==> src/rti_pkg.sv <==
// ----------------------------------------------------------------------------
// rti_pkg: shared types and constants of the ray/triangle intersection unit
// Holds the default widths, register indexes and the control word that
// travels down the pipeline next to the data.
// ----------------------------------------------------------------------------
package rti_pkg;

  localparam int CoordWidthDef = 20;
  localparam int DistWidthDef  = 32;
  localparam int MinWidth      = 17;
  localparam int CfgIdxWidth   = 3;

  typedef enum logic [CfgIdxWidth-1:0] {
    REG_VERTEX_A       = 3'd0,
    REG_VERTEX_B       = 3'd1,
    REG_VERTEX_C       = 3'd2,
    REG_SURFACE_NORMAL = 3'd3,
    REG_MIN_PRIMARY    = 3'd4,
    REG_MIN_SHADOW     = 3'd5
  } reg_idx_e;

  // Control word of one pipeline slot.
  typedef struct packed {
    logic valid;   // slot holds an item
    logic shadow;  // shadow query
    logic live;    // still a candidate hit
    logic ovf;     // quotient does not fit the distance format
  } ctl_t;

  // Width of a 3x3 determinant of coordinate differences.
  function automatic int det_width(int cw);
    return 3 * cw + 6;
  endfunction

endpackage

==> src/rti_div_step.sv <==
// ----------------------------------------------------------------------------
// rti_div_step: one stage of the restoring divider
// Shifts in one dividend bit, subtracts the divisor when it fits and shifts
// the resulting quotient bit into the bottom of the feed register.
// ----------------------------------------------------------------------------
module rti_div_step #(
  parameter int DVW = 66,
  parameter int NB  = rti_pkg::DistWidthDef,
  parameter int SW  = 6 * rti_pkg::CoordWidthDef
) (
  input  logic          clk_i,
  input  logic          rst_ni,
  input  logic          en_i,
  input  rti_pkg::ctl_t ctl_i,
  input  logic [SW-1:0] side_i,
  input  logic [DVW-1:0] rem_i,
  input  logic [DVW-1:0] div_i,
  input  logic [NB-1:0] qf_i,
  output rti_pkg::ctl_t ctl_o,
  output logic [SW-1:0] side_o,
  output logic [DVW-1:0] rem_o,
  output logic [DVW-1:0] div_o,
  output logic [NB-1:0] qf_o
);
  import rti_pkg::*;

  logic [DVW:0]   remx, diff;
  logic           ge;
  ctl_t           ctl_q;
  logic [SW-1:0]  side_q;
  logic [DVW-1:0] rem_q, div_q;
  logic [NB-1:0]  qf_q;

  always_comb begin
    remx = {rem_i, qf_i[NB-1]};
    diff = remx - {1'b0, div_i};
    ge   = remx >= {1'b0, div_i};
  end

  always_ff @(posedge clk_i or negedge rst_ni) begin
    if (!rst_ni) begin
      ctl_q <= '0;
    end else if (en_i) begin
      ctl_q <= ctl_i;
    end
  end

  always_ff @(posedge clk_i) begin
    if (en_i) begin
      side_q <= side_i;
      div_q  <= div_i;
      rem_q  <= ge ? diff[DVW-1:0] : remx[DVW-1:0];
      qf_q   <= {qf_i[NB-2:0], ge};
    end
  end

  assign ctl_o  = ctl_q;
  assign side_o = side_q;
  assign rem_o  = rem_q;
  assign div_o  = div_q;
  assign qf_o   = qf_q;

endmodule

==> config.mk <==
export PLATFORM = sky130hd
export DESIGN_NAME = rti_div_step
export DESIGN_NICKNAME = d
export VERILOG_FILES = /design/src/rti_pkg.sv /design/src/rti_div_step.sv
export SDC_FILE = /design/constraint.sdc
export NUM_CORES = 1
export LEC_CHECK = 0
export BUFFER_PORTS_ARGS = -buffer_cell sky130_fd_sc_hd__buf_2
export CORE_MARGIN = 2
export CORE_UTILIZATION = 30
export DETAILED_ROUTE_END_ITERATION = 6
export GPL_ROUTABILITY_DRIVEN = 1
export GPL_TIMING_DRIVEN = 0
export SLEW_MARGIN = 5
export SYNTH_ARGS = -nofsm -noshare
export SYNTH_HDL_FRONTEND = slang
export SYNTH_SLANG_ARGS = --single-unit
==> constraint.sdc <==
create_clock -name clk_i -period 1 [get_ports clk_i]
set_clock_uncertainty 0.15 [all_clocks]
set_input_delay 0.2 -clock clk_i [delete_from_list [all_inputs] [get_ports clk_i]]
set_output_delay 0.2 -clock clk_i [all_outputs]
set_load 0.1 [all_outputs]
==> flow_summary.toml <==
[power_and_ir_drop]
powerDensity_nw_per_um2 = 1830
p_int_mw = 28.5
net-switching-power_mw = 18.8
ir_drop_uv = 1440
p_leak_nw = 10.9
p_total_mw = 47.3
p_comb_frac = 0.407
p_sw_frac = 0.398
pwr-share-seq = 0.325
p_clk_frac = 0.268

[grt]
grt_pass1_wl_microns = 86200
first_global_vias = 13046
grt_usage = 0.233
grt_max_degree = 107
antenna_found_initial = 16
overflow = 0

[critical_path]
cpPeakStageDelay_ps = 320
r2r_start = "ctl_o[1]"
r2r_cells = 1
worst_setup_path_end_kind = "flop"
worstSetupPathType = "input port to flop"
r2r-end = "ctl_o[1]"
arrival_ps = 3100
r2r_setup_slack_ps = 0
worstPathCellList = "buf_8, inv_6, ha_4, a21o_1, a21oi_4, a21oi_4, o2111ai_4, a2111oi_4, o211a_4, o31ai_4, and2_4, buf_12, buf_12, clkinv_16, clkbuf_16, mux2_4"
worstPathMaxFanout = 6
cp.required_ps = 1150
worstSetupStartpointType = "input port"
cp_slowest_cell = "o31ai_4"

[drt]
wl_per_cell_microns = 23.6
first_pass_iters = 5
vias = 13055
drt.antenna.violating_nets = 0
drc_errors = 0
viasPerCell = 4.88
first_iter_violations = 849
totalWireLength_microns = 63200

[logic_synthesis]
syn_inst = 1077
synth_ff_type = "edfxtp_1"
synth.distinct_cells = 75
ys_warn_count = 0
synth-edff-count = 284
ys_ff_latch = 288
syn-cell-area_sq_um = 14300
async_reset_ff_frac = 0.0139
avgSynthCellArea_sq_um = 13.3
seq_area_frac_synth = 0.602
synthesis.nets = 1435

[clock_tree]
cts_buffers = 36
clk_latency_ps = 550
htree_levels = 2
cts_root_buffer = "clkbuf_16"
clk_pin_slew_ps = 60
clock_sinks = 288
cts_tree = "done"
clock_path_buffers = 3

[cells_and_area]
area.growth.synth_to_final_pct = 80.2
layout.nets = 2388
drive_above_1_share = 0.461
final_cells = 2673
fillers = 3914
utilization = 0.545
final_cell_mix = "299 x buf_6, 288 x dlygate4sd3_1, 284 x edfxtp_1"
final_common_cell = "buf_6"
finish.instance_area_sq_um = 25800

[worst_hold_path]
hp-start = "rem_i[21]"
min_path_type = "input port to flop"
holdPathStages = 2
worstHoldEndpoint = "rem_o[22]"

[status]
status = "finished, violations left"
violations = "negative hold slack, negative setup slack"

[sta]
hold_viol_final = 30
setup_slack_ps = -1950
timing.fmax_ghz = 0.339
min_period_over_period = 2.95
min_period_ps = 2950
tightest_slew_ps = 807
slew_viol_final = 0
whs_ps = -96.9
setup_violations = 376
slew_headroom = 0.456
finalSetupTns_ps = -265650
rsz0062_at_grt = "true"

[floorplanning]
chipHeight_microns = 223
rows = 80
start_util = 0.302
core_area_sq_um = 47400
die_x_microns = 223
die-area_sq_um = 49600
ioPinCount = 579

[placed_design]
dpl.hpwl_microns = 44200
post-place-ws_ps = -3250
placed_cell_area_sq_um = 18500
gp_congestion = 0.859
dp.cells = 2272
port_buffers = 578

[run]
maxCapViolations = 0
==> cells by family after synthesis <==
logic type      synth area share
compound gates             0.118
mux                       0.0680
buf+inv                   0.0465
flops                      0.602
xor+xnor                  0.0342
fa+ha+maj                 0.0590
simple gates              0.0728
==> power by group through the flow <==
stage / sequential, mW / combinational, mW / clock (mW)
global placement: 15.3 / 15.6 / 0
floorplan: 23.8 / 3.70 / 0
global route: 15.5 / 19.9 / 13.4
detailed placement: 15.3 / 15.6 / 0
finish: 15.4 / 19.3 / 12.7
CTS: 15.1 / 17.4 / 13.0
==> final cells by class <==
| class | instances | area [sq um] | share of cell area |
|---|---|---|---|
| Antenna cell | 8 | 20.0 | 0.000775 |
| Buffer | 27 | 308 | 0.0119 |
| Clock buffer | 43 | 927 | 0.0359 |
| Clock inverter | 15 | 179 | 0.00692 |
| Inverter | 89 | 380 | 0.0147 |
| Multi-Input combinational cell | 660 | 6100 | 0.236 |
| Sequential cell | 288 | 8630 | 0.334 |
| Tap cell | 615 | 769 | 0.0298 |
| Timing Repair Buffer | 927 | 8500 | 0.329 |
| Timing Repair inverter | 1 | 30.0 | 0.00116 |
==> worst max-delay path: cells and delay by family <==
kind | cells | cell delay, ps
fa+ha+maj | 1 | 210
compound gates | 7 | 1520
buf+inv | 6 | 660
mux | 1 | 290
simple gates | 1 | 210
==> registers in the layout, summed over array words and instances, names as in the netlist <==
| name | cells |
|---|---|
| ctl_o | 4 |
| div_o | 66 |
| qf_o | 32 |
| rem_o | 66 |
| side_o | 120 |
==> routing by layer <==
layer / up-vias / GRT usage / wire, microns
met3: 114 / 0.0544 / 4230
met4: 10 / 0.0621 / 2030
met2: 549 / 0.398 / 31100
met5: - / 0 / 62
li1: 5957 / - / -
met1: 6425 / 0.296 / 25700
==> worst max-delay path by stage <==
stage,from,end,slack (ps),cells past startpoint
final,div_i[3],rem_o[40],-1950,16
after CTS,qf_i[31],rem_o[64],-2050,14
after global routing,div_i[21],rem_o[35],-2000,16
after global placement,en_i,ctl_o[1],-4760,2
after floorplan,qf_i[31],rem_o[46],-2040,13
after detailed placement,div_i[21],rem_o[46],-3250,12
==> what timing repair did <==
item | 4_1_cts | 5_1_grt
pin swaps | 39 | 38
endpoints found under the hold margin | 291 | 42
hold buffers | 286 | 2
cloned | 6 | 4
buffers inserted | 26 | 26
endpoints found under the setup margin | 566 | 566
resized for setup | 183 | 905
==> cell usage after synthesis, types with 4 or more instances <==
master | number | area, sq um
a211oi_1 | 6 | 45.0
a21o_1 | 34 | 255
a21oi_1 | 84 | 420
a21oi_2 | 7 | 61.3
a31oi_1 | 5 | 31.3
and3_1 | 7 | 43.8
buf_12 | 7 | 140
buf_2 | 14 | 70.1
buf_6 | 5 | 56.3
clkbuf_1 | 12 | 45.0
dfrtp_1 | 4 | 100
edfxtp_1 | 284 | 8530
ha_1 | 66 | 826
inv_1 | 88 | 330
mux2_2 | 8 | 90.1
mux2_4 | 57 | 856
nand2_1 | 57 | 214
nand3_1 | 15 | 75.1
nand4_1 | 26 | 163
nor2_1 | 58 | 218
nor2b_1 | 4 | 25.0
nor3_1 | 15 | 75.1
nor4_1 | 5 | 31.3
o211ai_1 | 7 | 52.6
o21a_1 | 8 | 60.1
o21ai_0 | 45 | 225
o21ai_1 | 6 | 30.0
o21bai_1 | 14 | 105
o31ai_1 | 5 | 37.5
xnor2_1 | 33 | 289
xor2_1 | 23 | 201
Note: power is estimated with default switching activity, not from simulation.
