File: src/rti_pkg.sv
// ----------------------------------------------------------------------------
// rti_pkg: shared types and constants of the ray/triangle intersection unit
// Holds the default widths, register indexes and the control word that
// travels down the pipeline next to the data.
// ----------------------------------------------------------------------------
package rti_pkg;

  localparam int CoordWidthDef = 20;
  localparam int DistWidthDef  = 32;
  localparam int MinWidth      = 17;
  localparam int CfgIdxWidth   = 3;

  typedef enum logic [CfgIdxWidth-1:0] {
    REG_VERTEX_A       = 3'd0,
    REG_VERTEX_B       = 3'd1,
    REG_VERTEX_C       = 3'd2,
    REG_SURFACE_NORMAL = 3'd3,
    REG_MIN_PRIMARY    = 3'd4,
    REG_MIN_SHADOW     = 3'd5
  } reg_idx_e;

  // Control word of one pipeline slot.
  typedef struct packed {
    logic valid;   // slot holds an item
    logic shadow;  // shadow query
    logic live;    // still a candidate hit
    logic ovf;     // quotient does not fit the distance format
  } ctl_t;

  // Width of a 3x3 determinant of coordinate differences.
  function automatic int det_width(int cw);
    return 3 * cw + 6;
  endfunction

endpackage

File: src/rti_check.sv
// ----------------------------------------------------------------------------
// rti_check: sign normalization and hit tests
// Makes the determinant positive, tests the barycentric and distance signs,
// detects quotient overflow and prepares the divider operands.
// ----------------------------------------------------------------------------
module rti_check #(
  parameter int CW    = rti_pkg::CoordWidthDef,
  parameter int DISTW = rti_pkg::DistWidthDef
) (
  input  logic                                   clk_i,
  input  logic                                   rst_ni,
  input  logic                                   en_i,
  input  rti_pkg::ctl_t                          ctl_i,
  input  logic [6*CW-1:0]                        side_i,
  input  logic signed [rti_pkg::det_width(CW)-1:0] det_i,
  input  logic signed [rti_pkg::det_width(CW)-1:0] db_i,
  input  logic signed [rti_pkg::det_width(CW)-1:0] dg_i,
  input  logic signed [rti_pkg::det_width(CW)-1:0] dt_i,
  output rti_pkg::ctl_t                          ctl_o,
  output logic [6*CW-1:0]                        side_o,
  output logic [rti_pkg::det_width(CW)-1:0]      rem_o,
  output logic [rti_pkg::det_width(CW)-1:0]      div_o,
  output logic [DISTW-1:0]                       feed_o
);
  import rti_pkg::*;

  localparam int DETW = det_width(CW);
  localparam int NEGW = DETW + 1;
  localparam int DF   = DISTW / 2;
  localparam int SH   = DISTW - DF;
  localparam int CMW  = NEGW + SH;

  ctl_t                   ctl7_d, ctl7_q, ctl8_d, ctl8_q;
  logic [6*CW-1:0]        side7_q, side8_q;
  logic signed [NEGW-1:0] det_d, db_d, dg_d, dt_d;
  logic signed [NEGW-1:0] det_q, db_q, dg_q, dt_q;
  logic signed [NEGW:0]   sum;
  logic [DETW-1:0]        rem_d, rem_q, div_d, div_q;
  logic [DISTW-1:0]       feed_d, feed_q;
  logic                   neg;

  // Stage 7: flip all four signs when det is negative.
  always_comb begin
    neg         = det_i[DETW-1];
    det_d       = neg ? -NEGW'(det_i) : NEGW'(det_i);
    db_d        = neg ? -NEGW'(db_i)  : NEGW'(db_i);
    dg_d        = neg ? -NEGW'(dg_i)  : NEGW'(dg_i);
    dt_d        = neg ? -NEGW'(dt_i)  : NEGW'(dt_i);
    ctl7_d      = ctl_i;
    ctl7_d.live = ctl_i.live && (det_i != '0);
  end

  // Stage 8: inside test, sign of t, overflow and divider setup.
  always_comb begin
    sum         = (NEGW+1)'(db_q) + (NEGW+1)'(dg_q);
    ctl8_d      = ctl7_q;
    ctl8_d.live = ctl7_q.live && !db_q[NEGW-1] && !dg_q[NEGW-1] && !dt_q[NEGW-1]
                  && (sum <= (NEGW+1)'(det_q));
    ctl8_d.ovf  = CMW'($unsigned(dt_q)) >= (CMW'($unsigned(det_q)) << SH);
    rem_d       = DETW'($unsigned(dt_q) >> SH);
    div_d       = DETW'($unsigned(det_q));
    feed_d      = {dt_q[SH-1:0], {DF{1'b0}}};
  end

  always_ff @(posedge clk_i or negedge rst_ni) begin
    if (!rst_ni) begin
      ctl7_q <= '0;
      ctl8_q <= '0;
    end else if (en_i) begin
      ctl7_q <= ctl7_d;
      ctl8_q <= ctl8_d;
    end
  end

  always_ff @(posedge clk_i) begin
    if (en_i) begin
      side7_q <= side_i;
      det_q   <= det_d;
      db_q    <= db_d;
      dg_q    <= dg_d;
      dt_q    <= dt_d;
      side8_q <= side7_q;
      rem_q   <= rem_d;
      div_q   <= div_d;
      feed_q  <= feed_d;
    end
  end

  assign ctl_o  = ctl8_q;
  assign side_o = side8_q;
  assign rem_o  = rem_q;
  assign div_o  = div_q;
  assign feed_o = feed_q;

endmodule

File: config.mk
export PLATFORM = sky130hd
export DESIGN_NAME = rti_check
export DESIGN_NICKNAME = d
export VERILOG_FILES = /design/src/rti_pkg.sv /design/src/rti_check.sv
export SDC_FILE = /design/constraint.sdc
export NUM_CORES = 1
export LEC_CHECK = 0
export ABC_AREA = 1
export BUFFER_PORTS_ARGS = -buffer_cell sky130_fd_sc_hd__clkbuf_2
export CAP_MARGIN = 20
export CORE_AREA = 2 2 266 268
export CTS_CLUSTER_SIZE = 28
export DETAILED_ROUTE_END_ITERATION = 7
export DIE_AREA = 0 0 268 270
export HOLD_SLACK_MARGIN = 0.12
export PLACE_DENSITY = 0.77
export SYNTH_ARGS = -nofsm -noshare
export SYNTH_HDL_FRONTEND = slang
export SYNTH_SLANG_ARGS = --single-unit
File: constraint.sdc
create_clock -name clk_i -period 4.5 [get_ports clk_i]
set_clock_uncertainty 0.05 [all_clocks]
set_input_delay 1.125 -clock clk_i [delete_from_list [all_inputs] [get_ports clk_i]]
set_output_delay 1.125 -clock clk_i [all_outputs]
set_load 0.02 [all_outputs]
==> results.txt <==
The count of flip-flops with a built-in enable after synthesis came out at 641. Based on the critical path, the design can be clocked at up to 236.2 MHz. The static power due to leakage is 18.77 nW. Among all flip-flop cells after synthesis, the most frequent one is sky130_fd_sc_hd__edfxtp_1. The biggest area consumer among synthesized cells is sky130_fd_sc_hd__edfxtp_1. The wire-length estimate of the detail-placed layout is 108.3 mm.

The number of warnings printed during yosys synthesis is 0. The standard cell core area is 69540 sq um. Leaving out fill and tap cells, the most frequent cells in the layout are 721 x sky130_fd_sc_hd__nand2_1, 644 x sky130_fd_sc_hd__clkbuf_2, 641 x sky130_fd_sc_hd__edfxtp_1, 570 x sky130_fd_sc_hd__nor2_1, 497 x sky130_fd_sc_hd__inv_1.

The first global-routing pass estimated 187.6 mm of wire. The total global-route track usage is 35.29%. The wire length per cell after detailed routing came out at 23.21 um. The cell area after placement is 41390 sq um. The total power is 17.17 mW. The area added between synthesis and finish is 18.35%.

The DRC violation count after routing came out at 0. At the end of routability-driven placement, the weighted congestion stood at 1.027. The number of buffers added on ports is 646. The floorplan die height came out at 270 um.

The standard-cell row count is 97. The number of hold violations in the final report is 0. The clock tree root driver cell is sky130_fd_sc_hd__clkbuf_16. The worst hold-check path type is primary input to asynchronous set/reset pin. In the final layout, the share of cells above drive strength 1 is 18.75%.

The part of the cycle the worst path needs is 94.09%. The synthesized netlist occupies a cell area of 36910 sq um. The share of the Yosys chip area taken by registers is 52.62%. The critical setup path kind is register to register.

The share of synthesized registers carrying an async set or reset is 1.080%. The worst voltage drop across the vdd grid came out at 0.3249 mV. The clock insertion delay at the later pin of the skew report came out at 0.64 ns. The minimum period implied by the final worst setup slack is 4.234 ns. The iteration-0 DRC count of the detailed router came out at 3653.

The number of global-route vias before repair is 30.01k. Across the run, the number of max-cap violations was 0. The clock slew at the register clock pins of the worst setup and hold paths is 0.06 ns.

The final number of setup-violating endpoints came out at 0. Synthesis instantiated 60 different standard cells from the library. The number of detailed-route iterations in the first pass is 6. By area the synthesized netlist is led by sky130_fd_sc_hd__edfxtp_1 52%, sky130_fd_sc_hd__nand2_1 7.3%, sky130_fd_sc_hd__ha_1 6.4%.

The die boundary width came out at 268 um. The critical path data required time is 4.95 ns. The count of vias placed by the detailed router is 31.40k. The routed design has 130.9 mm of wire. The sum of overflow across all layers after global routing is 0.

Data arrives at the worst endpoint at 4.68 ns. In this run the biggest area consumer among cell types represents 52.15% of the synthesized area. The worst-path maximum fanout is 6.

For this configuration, the core starts out at a cell density of 53.08%. Setup repair after global routing left no endpoint under its margin. The CTS sink count came out at 648. The layout filler cell count came out at 5857. The final cell area excluding filler cells came out at 43680 sq um.

The number of buffers created by CTS is 67. The cts-stage hold buffer count came out at 0. For this design the ratio of total power to cell area is 393.2 nW/um^2. In this run the number of H-tree levels came out at 3. The floorplan die area is 72360 sq um. The count of nets left with antenna violations once routing finished came out at 0. The number of antenna violations at the first check in global routing came out at 19.

For the final routed database, the setup TNS stands at 0 ns. Synthesis inferred 648 register bits. The maximum number of pins on one net before global-route repair is 122. The worst slew margin relative to its limit came out at 43.39%. The number of primary I/O pins came out at 679. The sort of element at the start of the critical path is a register. The library cell used most frequently in the layout, excluding fill and tap cells, is sky130_fd_sc_hd__nand2_1. The worst hold-check slack came out at 0.2855 ns. The total setup buffers inserted after CTS is 0.

TritonCTS built the clock tree. The worst setup path is captured at a register. The final net count came out at 5209. For the pin with the worst max-slew slack, the measured transition is 0.8427 ns. The ratio of routed vias to standard cells is 5.568. The clock passes through at most 3 buffers. The run finished with clean final reports.

The post-synthesis area per instance is 9.428 sq um. The max-slew violation count came to 0. The number of instances in the synthesized netlist is 3915.
-- final cells by class --
cell class                      instances  area [sq um]  share of cell area (%)
Timing Repair Buffer                  677          3570                   8.171
Tap cell                              940          1176                   2.692
Multi-Input combinational cell       2726         15330                   35.09
Clock inverter                         39         474.2                   1.086
Sequential cell                       648         19420                   44.46
Clock buffer                           85          1765                   4.041
Inverter                              507          1904                   4.359
Antenna cell                           17         42.54                 0.09738
-- worst max-delay path: stages (launching register included) --
cell and delay, ns:
sky130_fd_sc_hd__edfxtp_1 0.41, sky130_fd_sc_hd__ha_1 0.40, sky130_fd_sc_hd__a21oi_1 0.24, sky130_fd_sc_hd__nand2_1 0.23
sky130_fd_sc_hd__a21oi_1 0.33, sky130_fd_sc_hd__o21ai_2 0.14, sky130_fd_sc_hd__nand2_1 0.08, sky130_fd_sc_hd__nand3_1 0.29
sky130_fd_sc_hd__nand3_1 0.22, sky130_fd_sc_hd__nand2_1 0.07, sky130_fd_sc_hd__nand2_1 0.06, sky130_fd_sc_hd__nand2_1 0.07
sky130_fd_sc_hd__ha_1 0.30, sky130_fd_sc_hd__nand2_1 0.08, sky130_fd_sc_hd__nor3_1 0.28, sky130_fd_sc_hd__nand4_1 0.16
sky130_fd_sc_hd__nor3_1 0.21, sky130_fd_sc_hd__nand2_1 0.11, sky130_fd_sc_hd__nand3_1 0.09, sky130_fd_sc_hd__nand3_1 0.13
sky130_fd_sc_hd__nand2_1 0.09, sky130_fd_sc_hd__nand2_1 0.06
-- logic make-up after synthesis --
group | synth area share, %
flops | 52.62
buf+inv | 6.196
fa+ha+maj | 6.495
compound gates | 6.817
simple gates | 21.00
other cells | 0.01016
xor+xnor | 6.857
-- power by group --
part	internal, mW	switching (mW)
sequential	7.28	0.280
clock	3.24	2.42
combinational	1.28	2.66
-- routing by layer --
layer  up-vias  global-route usage, %  share of wire, %
met3       338                  6.966               9.3
met5         -                 0.1351             0.019
met1     14680                  43.61                38
met4         4                  18.49               5.7
li1      14660                      -                 -
met2      1719                  58.41                47
-- synth_stat cells, types with 5 or more instances --
cell type / number
sky130_fd_sc_hd__nand2_1: 721
sky130_fd_sc_hd__edfxtp_1: 641
sky130_fd_sc_hd__nor2_1: 570
sky130_fd_sc_hd__inv_1: 498
sky130_fd_sc_hd__xor2_1: 245
sky130_fd_sc_hd__ha_1: 190
sky130_fd_sc_hd__nand3_1: 180
sky130_fd_sc_hd__a21oi_1: 168
sky130_fd_sc_hd__o21ai_0: 168
sky130_fd_sc_hd__nand4_1: 114
sky130_fd_sc_hd__nor3_1: 67
sky130_fd_sc_hd__xnor2_1: 44
sky130_fd_sc_hd__nor4_1: 36
sky130_fd_sc_hd__buf_4: 31
sky130_fd_sc_hd__nor2_2: 21
sky130_fd_sc_hd__clkbuf_1: 18
sky130_fd_sc_hd__o21bai_1: 18
sky130_fd_sc_hd__o21ai_1: 17
sky130_fd_sc_hd__a21o_1: 14
sky130_fd_sc_hd__a31oi_1: 12
sky130_fd_sc_hd__o21ai_2: 12
sky130_fd_sc_hd__buf_2: 11
sky130_fd_sc_hd__nand2_2: 9
sky130_fd_sc_hd__inv_2: 8
sky130_fd_sc_hd__dfrtp_1: 7
sky130_fd_sc_hd__nand3_2: 7
sky130_fd_sc_hd__nand3b_1: 7
sky130_fd_sc_hd__nor2_4: 7
sky130_fd_sc_hd__and3_1: 6
sky130_fd_sc_hd__a21boi_0: 5
sky130_fd_sc_hd__o21a_1: 5
-- per-stage QoR --
stage	cells	util, %	setup WS, ns
final	5639	62.82	0.2659
after detailed placement	5498	59.52	0.2228
after floorplan	3946	-	1.221
after global placement	5498	59.52	0.3094
after global routing	5637	62.81	0.04435
after CTS	5622	62.74	0.1803
-- worst paths after layout --
check	start	endpoint	slack (ns)	cells after the start
hold / removal	rst_ni	ctl_o[0]	0.29	1
setup / recovery	dg_q[2]	ctl_o[1]	0.27	21
min in group clk_i	side7_q[7]	side_o[7]	0.36	0
max in group asynchronous	rst_ni	ctl7_q[1]	3.95	1
setup reg to reg	dg_q[2]	ctl_o[1]	0.27	21
hold reg to reg	side7_q[7]	side_o[7]	0.36	0
-- registers in the layout, summed over array words and instances, names as in the netlist --
register / cells
ctl7_q: 3
side_o: 120
dt_q: 67
side7_q: 120
ctl_o: 4
div_o: 66
det_q: 67
dg_q: 67
rem_o: 51
feed_o: 16
db_q: 67
-- repair_timing --
item                                    4_1_cts  5_1_grt
hold endpoints to repair                      0        0
gates resized for setup                       0        4
endpoints found under the setup margin        0        1
Note: power is estimated with default switching activity, not from simulation.
